$ cat src/rtl/dual_quadrature_speed_meter_assert.svh
// Assertion macros shared by the speed meter RTL.
`ifndef DUAL_QUADRATURE_SPEED_METER_ASSERT_SVH
`define DUAL_QUADRATURE_SPEED_METER_ASSERT_SVH
`ifndef SYNTH
`define DQSM_ASSERT(lbl, clk, rst_n, prop) \
    lbl: assert property (@(posedge clk) disable iff (!rst_n) (prop)) \
        else $error("dqsm: check failed");
`define DQSM_ASSERT_NEVER(lbl, clk, rst_n, cond) \
    lbl: assert property (@(posedge clk) disable iff (!rst_n) !(cond)) \
        else $error("dqsm: forbidden condition");
`else
`define DQSM_ASSERT(lbl, clk, rst_n, prop)
`define DQSM_ASSERT_NEVER(lbl, clk, rst_n, cond)
`endif
`endif

$ cat src/rtl/dqsm_pkg.sv
`default_nettype none
package dqsm_pkg;

    localparam int COUNT_WIDTH_DEF = 32;

    localparam int CIRC_W = 24;
    localparam int PPR_W  = 16;
    localparam int SPM_W  = 10;
    localparam int DIV_W  = PPR_W + SPM_W;
    localparam int CFG_W  = CIRC_W;
    localparam int IDX_W  = 2;

    localparam logic [IDX_W-1:0] REG_CIRC = 2'd0;
    localparam logic [IDX_W-1:0] REG_PPR  = 2'd1;
    localparam logic [IDX_W-1:0] REG_SPM  = 2'd2;

    localparam logic [CIRC_W-1:0] CIRC_RST = 24'd204204;
    localparam logic [PPR_W-1:0]  PPR_RST  = 16'd1040;
    localparam logic [SPM_W-1:0]  SPM_RST  = 10'd10;

    typedef enum logic [2:0] {
        S_IDLE,
        S_SETUP,
        S_MUL,
        S_DSET,
        S_DIV,
        S_FIN,
        S_OUT
    } t_state;

    typedef struct packed {
        logic take;
        logic setup;
        logic mul_step;
        logic div_setup;
        logic div_step;
        logic finish;
        logic load_item;
        logic load_done;
        logic wheel;
    } t_dp_cmd;

    typedef struct packed {
        logic step_last;
    } t_dp_stat;

    // Net x4 count change of one wheel: -2 .. +2
    function automatic logic signed [2:0] quad_step(input logic a, input logic b,
                                                    input logic pa, input logic pb);
        logic signed [2:0] s;
        s = 3'sd0;
        if (a != pa) begin
            s = b ? s + 3'sd1 : s - 3'sd1;
        end
        if (b != pb) begin
            s = a ? s - 3'sd1 : s + 3'sd1;
        end
        return s;
    endfunction

endpackage
`default_nettype wire

$ cat src/rtl/dqsm_datapath.sv
`default_nettype none
`include "dual_quadrature_speed_meter_assert.svh"
module dqsm_datapath import dqsm_pkg::*; #(
    parameter int COUNT_WIDTH = COUNT_WIDTH_DEF
) (
    input  wire logic                   i_clk,
    input  wire logic                   i_rst_n,
    input  wire logic                   i_cfg_wr_en,
    input  wire logic [IDX_W-1:0]       i_cfg_index,
    input  wire logic [CFG_W-1:0]       i_cfg_wr_data,
    input  wire logic [3:0]             i_levels,
    input  wire logic                   i_sample_tick,
    input  wire logic                   i_clear,
    input  wire t_dp_cmd                i_cmd,
    output t_dp_stat                    o_stat,
    output logic [COUNT_WIDTH-1:0]      o_out_count0,
    output logic [COUNT_WIDTH-1:0]      o_out_count1,
    output logic [31:0]                 o_out_speed0,
    output logic [31:0]                 o_out_speed1
);

    localparam int PW     = COUNT_WIDTH + CIRC_W;
    localparam int STEP_W = $clog2(PW);
    localparam int HW     = COUNT_WIDTH + DIV_W + 32;

    logic [CIRC_W-1:0]      r_circ;
    logic [PPR_W-1:0]       r_ppr;
    logic [SPM_W-1:0]       r_spm;
    logic [DIV_W-1:0]       r_div;
    logic [3:0]             r_prev;
    logic [COUNT_WIDTH-1:0] r_count     [2];
    logic [COUNT_WIDTH-1:0] r_last      [2];
    logic [31:0]            r_speed     [2];
    logic [COUNT_WIDTH-1:0] r_mag       [2];
    logic                   r_neg       [2];
    logic [CIRC_W-1:0]      r_mplier;
    logic [PW-1:0]          r_acc;
    logic [DIV_W-1:0]       r_rem;
    logic [STEP_W-1:0]      r_step;
    logic [COUNT_WIDTH-1:0] r_out_count [2];
    logic [31:0]            r_out_speed [2];

    logic [COUNT_WIDTH-1:0] n_count     [2];
    logic [COUNT_WIDTH-1:0] w_delta     [2];
    logic [COUNT_WIDTH-1:0] w_dmag      [2];
    logic [COUNT_WIDTH-1:0] w_mag_sel;
    logic                   w_neg_sel;
    logic [DIV_W:0]         w_rem_sh;
    logic                   w_rem_ge;
    logic [31:0]            w_lim;
    logic                   w_q_over;
    logic                   w_hi_over;
    logic [31:0]            w_q32;
    logic [31:0]            w_speed;

    always_comb begin
        n_count[0] = r_count[0] + COUNT_WIDTH'(quad_step(i_levels[0], i_levels[1],
                                                         r_prev[0], r_prev[1]));
        n_count[1] = r_count[1] + COUNT_WIDTH'(quad_step(i_levels[2], i_levels[3],
                                                         r_prev[2], r_prev[3]));
        for (int w = 0; w < 2; w++) begin
            w_delta[w] = n_count[w] - r_last[w];
            w_dmag[w]  = w_delta[w][COUNT_WIDTH-1] ? (~w_delta[w] + 1'b1) : w_delta[w];
        end
    end

    assign w_mag_sel = r_mag[i_cmd.wheel];
    assign w_neg_sel = r_neg[i_cmd.wheel];

    // Restoring division: one quotient bit per step
    assign w_rem_sh = {r_rem, r_acc[PW-1]};
    assign w_rem_ge = (w_rem_sh >= {1'b0, r_div});

    always_comb begin
        w_lim     = w_neg_sel ? 32'h8000_0000 : 32'h7FFF_FFFF;
        w_q_over  = (|r_acc[PW-1:32]) || (r_acc[31:0] > w_lim);
        // Integer part of mag / div beyond 32 bits saturates even when circumference is zero
        w_hi_over = (HW'(w_mag_sel) >= HW'({r_div, 32'h0000_0000}));
        w_q32     = (w_q_over || w_hi_over) ? w_lim : r_acc[31:0];
        if (r_div == '0) begin
            w_speed = '0;
        end else begin
            w_speed = w_neg_sel ? (~w_q32 + 1'b1) : w_q32;
        end
    end

    assign o_stat.step_last = (r_step == '0);

    always_ff @(posedge i_clk) begin
        if (!i_rst_n) begin
            r_circ <= CIRC_RST;
            r_ppr  <= PPR_RST;
            r_spm  <= SPM_RST;
        end else if (i_cfg_wr_en) begin
            unique case (i_cfg_index)
                REG_CIRC: r_circ <= i_cfg_wr_data[CIRC_W-1:0];
                REG_PPR:  r_ppr  <= i_cfg_wr_data[PPR_W-1:0];
                REG_SPM:  r_spm  <= i_cfg_wr_data[SPM_W-1:0];
                default: begin
                end
            endcase
        end
    end

    always_ff @(posedge i_clk) begin
        r_div <= DIV_W'(r_ppr * r_spm);
    end

    always_ff @(posedge i_clk) begin
        if (!i_rst_n) begin
            r_prev <= '0;
            for (int w = 0; w < 2; w++) begin
                r_count[w] <= '0;
                r_last[w]  <= '0;
                r_speed[w] <= '0;
            end
        end else begin
            if (i_cmd.take) begin
                r_prev <= i_levels;
                if (i_clear) begin
                    for (int w = 0; w < 2; w++) begin
                        r_count[w] <= '0;
                        r_last[w]  <= '0;
                        r_speed[w] <= '0;
                    end
                end else begin
                    for (int w = 0; w < 2; w++) begin
                        r_count[w] <= n_count[w];
                        if (i_sample_tick) begin
                            r_last[w] <= n_count[w];
                        end
                    end
                end
            end
            if (i_cmd.finish) begin
                r_speed[i_cmd.wheel] <= w_speed;
            end
        end
    end

    always_ff @(posedge i_clk) begin
        if (i_cmd.take) begin
            for (int w = 0; w < 2; w++) begin
                r_mag[w] <= w_dmag[w];
                r_neg[w] <= w_delta[w][COUNT_WIDTH-1];
            end
        end
        if (i_cmd.setup) begin
            r_acc    <= '0;
            r_mplier <= r_circ;
            r_step   <= STEP_W'(CIRC_W - 1);
        end else if (i_cmd.mul_step) begin
            // MSB-first shift-add of magnitude times circumference
            r_acc    <= (r_acc << 1) + (r_mplier[CIRC_W-1] ? PW'(w_mag_sel) : '0);
            r_mplier <= r_mplier << 1;
            r_step   <= r_step - 1'b1;
        end else if (i_cmd.div_setup) begin
            r_rem  <= '0;
            r_step <= STEP_W'(PW - 1);
        end else if (i_cmd.div_step) begin
            r_rem  <= w_rem_ge ? DIV_W'(w_rem_sh - {1'b0, r_div}) : w_rem_sh[DIV_W-1:0];
            r_acc  <= {r_acc[PW-2:0], w_rem_ge};
            r_step <= r_step - 1'b1;
        end
    end

    always_ff @(posedge i_clk) begin
        if (i_cmd.load_item) begin
            for (int w = 0; w < 2; w++) begin
                r_out_count[w] <= i_clear ? '0 : n_count[w];
                r_out_speed[w] <= i_clear ? '0 : r_speed[w];
            end
        end else if (i_cmd.load_done) begin
            for (int w = 0; w < 2; w++) begin
                r_out_count[w] <= r_count[w];
                r_out_speed[w] <= r_speed[w];
            end
        end
    end

    assign o_out_count0 = r_out_count[0];
    assign o_out_count1 = r_out_count[1];
    assign o_out_speed0 = r_out_speed[0];
    assign o_out_speed1 = r_out_speed[1];

    `DQSM_ASSERT(a_count_hold, i_clk, i_rst_n, !i_cmd.take |=> $stable(r_count[0]) && $stable(r_count[1]))
    `DQSM_ASSERT(a_zero_div_speed, i_clk, i_rst_n, (i_cmd.finish && (r_div == '0)) |=> (r_speed[$past(i_cmd.wheel)] == '0))
    `DQSM_ASSERT_NEVER(a_take_not_finish, i_clk, i_rst_n, i_cmd.take && i_cmd.finish)

endmodule
`default_nettype wire

$ cat src/rtl/dqsm_ctrl.sv
`default_nettype none
`include "dual_quadrature_speed_meter_assert.svh"
module dqsm_ctrl import dqsm_pkg::*; (
    input  wire logic     i_clk,
    input  wire logic     i_rst_n,
    input  wire logic     i_in_valid,
    input  wire logic     i_need_speed,
    input  wire logic     i_out_stall,
    input  wire t_dp_stat i_stat,
    output logic          o_in_stall,
    output logic          o_out_valid,
    output t_dp_cmd       o_cmd
);

    t_state r_state, n_state;
    logic   r_wheel, n_wheel;
    logic   r_out_valid, n_out_valid;
    logic   w_out_free;

    assign w_out_free  = !r_out_valid || !i_out_stall;
    assign o_out_valid = r_out_valid;

    always_ff @(posedge i_clk) begin
        if (!i_rst_n) begin
            r_state     <= S_IDLE;
            r_wheel     <= 1'b0;
            r_out_valid <= 1'b0;
        end else begin
            r_state     <= n_state;
            r_wheel     <= n_wheel;
            r_out_valid <= n_out_valid;
        end
    end

    always_comb begin
        n_state     = r_state;
        n_wheel     = r_wheel;
        n_out_valid = r_out_valid && i_out_stall;
        o_in_stall  = 1'b1;
        o_cmd       = '0;
        o_cmd.wheel = r_wheel;
        unique case (r_state)
            S_IDLE: begin
                o_in_stall = !w_out_free;
                if (i_in_valid && w_out_free) begin
                    o_cmd.take = 1'b1;
                    if (i_need_speed) begin
                        n_state = S_SETUP;
                        n_wheel = 1'b0;
                    end else begin
                        o_cmd.load_item = 1'b1;
                        n_out_valid     = 1'b1;
                    end
                end
            end
            S_SETUP: begin
                o_cmd.setup = 1'b1;
                n_state     = S_MUL;
            end
            S_MUL: begin
                o_cmd.mul_step = 1'b1;
                if (i_stat.step_last) begin
                    n_state = S_DSET;
                end
            end
            S_DSET: begin
                o_cmd.div_setup = 1'b1;
                n_state         = S_DIV;
            end
            S_DIV: begin
                o_cmd.div_step = 1'b1;
                if (i_stat.step_last) begin
                    n_state = S_FIN;
                end
            end
            S_FIN: begin
                o_cmd.finish = 1'b1;
                if (r_wheel) begin
                    n_state = S_OUT;
                end else begin
                    n_wheel = 1'b1;
                    n_state = S_SETUP;
                end
            end
            S_OUT: begin
                // hold the result until the output register frees up
                if (w_out_free) begin
                    o_cmd.load_done = 1'b1;
                    n_out_valid     = 1'b1;
                    n_state         = S_IDLE;
                end
            end
            default: n_state = S_IDLE;
        endcase
    end

    `DQSM_ASSERT(a_out_after_both, i_clk, i_rst_n, (r_state == S_OUT) |-> r_wheel)
    `DQSM_ASSERT(a_valid_from_load, i_clk, i_rst_n, $rose(r_out_valid) |-> $past(o_cmd.load_item || o_cmd.load_done))
    `DQSM_ASSERT_NEVER(a_no_take_when_full, i_clk, i_rst_n, o_cmd.take && r_out_valid && i_out_stall)

endmodule
`default_nettype wire

$ cat src/rtl/dual_quadrature_speed_meter.sv
// Channel  | Handshake                  | Payload
// request  | i_in_valid / o_in_stall    | i_wheel{0,1}_{a,b}_level, i_sample_tick, i_clear
// result   | o_out_valid / i_out_stall  | o_wheel{0,1}_count, o_wheel{0,1}_speed
// config   | i_cfg_wr_en                | i_cfg_index, i_cfg_wr_data
//
// A request without a sample tick (or with clear) is handled in S_IDLE; a new one can follow next
// cycle unless the result is stalled. A tick request holds the input while both wheels go in turn
// through one shift-add multiplier (24 steps) and one restoring divider (COUNT_WIDTH+24 steps).
// The result register frees up when taken; a full, stalled result register stalls the input.
// Reset (i_rst_n low, synchronous) zeroes counts and speeds and reloads the config defaults.
`default_nettype none
module dual_quadrature_speed_meter import dqsm_pkg::*; #(
    parameter int COUNT_WIDTH = COUNT_WIDTH_DEF
) (
    input  wire logic               i_clk,
    input  wire logic               i_rst_n,
    input  wire logic               i_cfg_wr_en,
    input  wire logic [IDX_W-1:0]   i_cfg_index,
    input  wire logic [CFG_W-1:0]   i_cfg_wr_data,
    input  wire logic               i_in_valid,
    output logic                    o_in_stall,
    input  wire logic               i_wheel0_a_level,
    input  wire logic               i_wheel0_b_level,
    input  wire logic               i_wheel1_a_level,
    input  wire logic               i_wheel1_b_level,
    input  wire logic               i_sample_tick,
    input  wire logic               i_clear,
    output logic                    o_out_valid,
    input  wire logic               i_out_stall,
    output logic signed [31:0]      o_wheel0_count,
    output logic signed [31:0]      o_wheel1_count,
    output logic signed [31:0]      o_wheel0_speed,
    output logic signed [31:0]      o_wheel1_speed
);

    t_dp_cmd                w_cmd;
    t_dp_stat               w_stat;
    logic [COUNT_WIDTH-1:0] w_count0;
    logic [COUNT_WIDTH-1:0] w_count1;
    logic [31:0]            w_speed0;
    logic [31:0]            w_speed1;

    dqsm_ctrl u_ctrl (
        .i_clk        (i_clk),
        .i_rst_n      (i_rst_n),
        .i_in_valid   (i_in_valid),
        .i_need_speed (i_sample_tick && !i_clear),
        .i_out_stall  (i_out_stall),
        .i_stat       (w_stat),
        .o_in_stall   (o_in_stall),
        .o_out_valid  (o_out_valid),
        .o_cmd        (w_cmd)
    );

    dqsm_datapath #(
        .COUNT_WIDTH (COUNT_WIDTH)
    ) u_datapath (
        .i_clk         (i_clk),
        .i_rst_n       (i_rst_n),
        .i_cfg_wr_en   (i_cfg_wr_en),
        .i_cfg_index   (i_cfg_index),
        .i_cfg_wr_data (i_cfg_wr_data),
        .i_levels      ({i_wheel1_b_level, i_wheel1_a_level,
                         i_wheel0_b_level, i_wheel0_a_level}),
        .i_sample_tick (i_sample_tick),
        .i_clear       (i_clear),
        .i_cmd         (w_cmd),
        .o_stat        (w_stat),
        .o_out_count0  (w_count0),
        .o_out_count1  (w_count1),
        .o_out_speed0  (w_speed0),
        .o_out_speed1  (w_speed1)
    );

    // sign-extend or truncate the count to the 32-bit port
    assign o_wheel0_count = 32'($signed(w_count0));
    assign o_wheel1_count = 32'($signed(w_count1));
    assign o_wheel0_speed = $signed(w_speed0);
    assign o_wheel1_speed = $signed(w_speed1);

endmodule
`default_nettype wire

$ cat config.mk
export PLATFORM = sky130hd
export DESIGN_NAME = dual_quadrature_speed_meter
export DESIGN_NICKNAME = d
export VERILOG_FILES = /design/src/rtl/dqsm_pkg.sv /design/src/rtl/dqsm_datapath.sv /design/src/rtl/dqsm_ctrl.sv /design/src/rtl/dual_quadrature_speed_meter.sv
export VERILOG_INCLUDE_DIRS = /design/src /design/src/rtl
export SDC_FILE = /design/constraint.sdc
export NUM_CORES = 2
export LEC_CHECK = 0
export ABC_CLOCK_PERIOD_IN_PS = 11860
export BUFFER_PORTS_ARGS = -buffer_cell sky130_fd_sc_hd__buf_2
export CORE_MARGIN = 2
export CORE_UTILIZATION = 30
export CTS_BUF_LIST = sky130_fd_sc_hd__clkbuf_2 sky130_fd_sc_hd__clkbuf_4 sky130_fd_sc_hd__clkbuf_8
export CTS_CLUSTER_DIAMETER = 120
export DETAILED_ROUTE_END_ITERATION = 10
export SLEW_MARGIN = 20
export SYNTH_ARGS = -nofsm -noshare
export SYNTH_HDL_FRONTEND = slang
export SYNTH_SLANG_ARGS = --single-unit
export TNS_END_PERCENT = 100
$ cat constraint.sdc
create_clock -name i_clk -period 11.86 [get_ports i_clk]
set_input_delay 2.372 -clock i_clk [delete_from_list [all_inputs] [get_ports i_clk]]
set_output_delay 2.372 -clock i_clk [all_outputs]
set_load 0.01 [all_outputs]
==> summary.md <==
| Metric | Value |
|---|---|
| Reg2reg path depth | `30` |
| Worst setup EP type | `flop` |
| CP required | `between 10 and 15 ns` |
| DRT Pass-1 Iters | `5` |
| Vias in the first global route | `roughly 30000` |
| Grt ovf | `0` |
| Cell area after layout | `45200 µm²` |
| Net switching power | `~3.2 mW` |
| Starting Density | `between 30% and 40%` |
| Die area | `approximately 140000 µm²` |
| Crit path DAT | `between 8 and 9 ns` |
| Die Y | `between 300 and 400 µm` |
| Placer Congestion | `0.883` |
| Leak Pwr | `between 15 and 20 nW` |
| Via count | `31100` |
| Worst path most repeated cell | `xor2_1` |
| Clock buffer depth | `3` |
| CTS clk-pin slew, worst paths | `~0.060 ns` |
| Worst hold path class | `reg -> reg` |
| Crit start category | `primary input` |
| DRC violations left | `0` |
| Combinational power share | `between 30% and 40%` |
| Layout area overhead | `12.8%` |
| Pwr/cell area | `roughly 190 nW/µm²` |
| Final period utilization | `a little over two thirds` |
| Cells after synthesis | `4293` |
| First-pass GRT wire length | `around 160000 µm` |
| Pin count of the biggest net entering global routing | `between 60 and 70` |
| CP max-delay cell | `a2111oi_0` |
| Netlist cell types | `about 90` |
| # fillers | `around 14000` |
| Clock H-tree levels | `3` |
| # IOs | `167` |
| Slew Limit Fails | `0` |
| RSZ-0062 raised after global routing | `false` |
| Sequential Power Share | `35.3%` |
| Layout Utilization | `34.0%` |
| TritonCTS Buffers | `roughly 110` |
| Setup Skew | `between 0.06 and 0.07 ns` |
| Run status | `finished, final reports clean` |
| Crit path max fanout | `33` |
| Synth warnings | `0` |
| CP peak stage delay | `between 0.5 and 0.6 ns` |
| Final non-filler cell total | `approximately 6300` |
| Post-cts gate resize count | `0` |
| Yosys reg bits | `approximately 580` |
| Sw frac | `roughly two fifths` |
| Hold path cells | `2` |
| CTS tree | `done` |
| Maxcap violations | `0` |
| Clk network pwr share | `roughly 25%` |
| Asr flop ratio synth | `0%` |
| CTS sink count | `around 600` |
| Buffers on Ports | `~170` |
| F_max | `roughly 120 MHz` |
| Int Pwr | `between 5 and 6 mW` |
| Dpl cell area | `around 43000 µm²` |
| Layout cells sized above 1 | `between 10% and 20%` |
| Kind of critical path | `in -> reg` |
| Seq/Total Area, Yosys | `about two fifths` |
| Power Total | `around 8.4 mW` |
| Site Rows | `about 130` |
| Worst skew pair latency | `just over 0.8 ns` |
| Vias per inst | `around 5` |
| Mean Syn Cell Area | `9.33 µm²` |
| Min Tclk post-route | `approximately 8.4 ns` |
| Tot GR Track Use | `15.0%` |
| Final hold viol count | `0` |
| Synth Net Count | `4728` |
| Post-Syn Area | `roughly 40000 µm²` |
| Root Driver | `clkbuf_8` |
| Iter 0 DRT Violations | `around 2000` |
| Post-CTS Setup Inserts | `0` |
| Die width | `369 µm` |
| Routed wire length | `~100000 µm` |
| Inst Count DP | `~6100` |
| Core area | `133000 µm²` |
| VDD IR max | `slightly below 0.09 mV` |
| Setup_tns | `0 ns` |
| NumNets Final | `between 4000 and 5000` |
| Antenna violations before repair | `5` |
| Worst slew margin relative to its limit | `roughly a third` |
| Avg WL per Cell | `between 15 and 20 µm` |
| HPWL Detailed | `74500 µm` |
| Most frequently used flop master after synthesis | `edfxtp_1` |
| Post-CTS Hold Fix Bufs | `0` |
| Final setup violation count | `0` |
| Post-route ant nets | `0` |
| Worst-margin pin slew | `around 1.0 ns` |
| EDFF count, synth | `436` |
==> worst max-delay path: cells and delay by family <==
family	cells	cell delay, ns
and+or+nand+nor	6	1.04
xor gates and xnor gates	5	1.12
adders and majority gates	3	1.04
AOI/OAI and AO/OA	13	2.72
buffers and inverters	4	0.61
==> cells in the final DEF, fill, tap and decap left out, types with 15 or more instances in the layout <==
cell	Yosys	layout
a211oi_1	42	42
a21boi_0	44	44
a21o_1	115	115
a21oi_1	268	265
a31oi_1	34	34
and2_1	158	158
and3_1	26	25
buf_2	3	166
buf_4	0	48
clkbuf_4	0	34
clkbuf_8	0	110
clkinv_1	3	21
dfxtp_1	148	146
edfxtp_1	436	436
fa_1	116	116
ha_1	282	282
inv_1	326	326
mux2i_1	49	47
nand2_1	497	496
nand2b_1	35	33
nand3_1	84	83
nand4_1	27	27
nor2_1	406	404
nor2b_1	71	71
nor3_1	77	77
nor3b_1	17	16
nor4_1	28	28
o211ai_1	25	25
o21a_1	38	38
o21ai_0	182	177
o21ai_1	18	18
o21bai_1	18	18
o221ai_1	15	15
o22ai_1	29	29
o31ai_1	28	28
or3_1	35	35
xnor2_1	155	154
xor2_1	102	102
==> power by group through the flow <==
stage | sequential, mW | clock (mW) | combinational, mW
floorplan | 2.88 | 0 | 2.59
global placement | 3.01 | 0 | 3.27
detailed placement | 3.01 | 0 | 3.33
CTS | 2.97 | 2.18 | 3.35
finish | 2.98 | 2.10 | 3.35
global route | 3.01 | 2.26 | 3.76
==> logic make-up (layout without fill, tap and decap cells) <==
logic type                 count (synthesis)  in the layout  share of synthesized area (%)
and+or+nand+nor                         1516           1516                           17.9
AOI/OAI and AO/OA                        959            959                           15.4
DFF                                      584            584                           40.1
buffers and inverters                    524            742                           4.98
adders and majority gates                399            399                           14.6
xor gates and xnor gates                 258            258                           5.68
muxes                                     53             53                           1.34
other                                      0              5                              0
==> metrics by stage <==
step | hold WS, ns | worst slack, ns
final | 0.467 | 3.48
after floorplan | 0.439 | 2.15
after global placement | 0.449 | 2.77
after CTS | 0.472 | 3.59
after detailed placement | 0.458 | 2.71
after global routing | 0.480 | 2.88
==> cell type report <==
| class | instances | area, µm² | area share [%] |
|---|---|---|---|
| tap | 1768 | 2210 | 4.90 |
| multi-input combinational | 3185 | 22100 | 49.0 |
| timing repair buffer | 216 | 1210 | 2.69 |
| antenna | 5 | 12.5 | 0.0277 |
| inverter | 330 | 1240 | 2.74 |
| clock inverter | 52 | 544 | 1.20 |
| sequential | 584 | 16100 | 35.5 |
| clock buffer | 144 | 1770 | 3.92 |
==> state kept, by name (all words and copies together) (netlist names), 56 cells and up, named ones only <==
register                flops
u_datapath.r_acc           56
u_datapath.r_out_speed     64
u_datapath.r_count         64
u_datapath.r_out_count     64
u_datapath.r_mag           64
u_datapath.r_last          64
u_datapath.r_speed         64
==> routing by layer <==
layer  track usage [%]  wire (µm)  vias up
met4              4.87       2280        2
met1              20.9      49400    14800
met3              2.49       5680      147
met2              23.5      45900      736
met5                 0         15        -
li1                  -          -    15300
==> cell usage after synthesis, types with 115 or more instances <==
| master | number | share of area (%) |
|---|---|---|
| nand2_1 | 497 | 4.7 |
| inv_1 | 326 | 3.1 |
| clkbuf_1 | 179 | 1.7 |
| and2_1 | 158 | 2.5 |
| a21o_1 | 115 | 2.2 |
| xnor2_1 | 155 | 3.4 |
| nor2_1 | 406 | 3.8 |
| edfxtp_1 | 436 | 33 |
| o21ai_0 | 182 | 2.3 |
| dfxtp_1 | 148 | 7.4 |
| ha_1 | 282 | 8.8 |
| a21oi_1 | 268 | 3.3 |
| fa_1 | 116 | 5.8 |
==> path summary, 6_finish.rpt <==
kind / startpoint / endpoint / slack (ns)
worst max-delay path: i_wheel1_a_level / u_datapath.r_mag[1][15] / 3.48
worst max register to register: u_datapath.r_prev[2] / u_datapath.r_mag[1][15] / 4.66
worst min register to register: u_datapath.r_circ[18] / u_datapath.r_circ[18] / 0.47
worst min-delay path: u_datapath.r_circ[18] / u_datapath.r_circ[18] / 0.47
No activity file was read; power rests on OpenSTA's default activity.
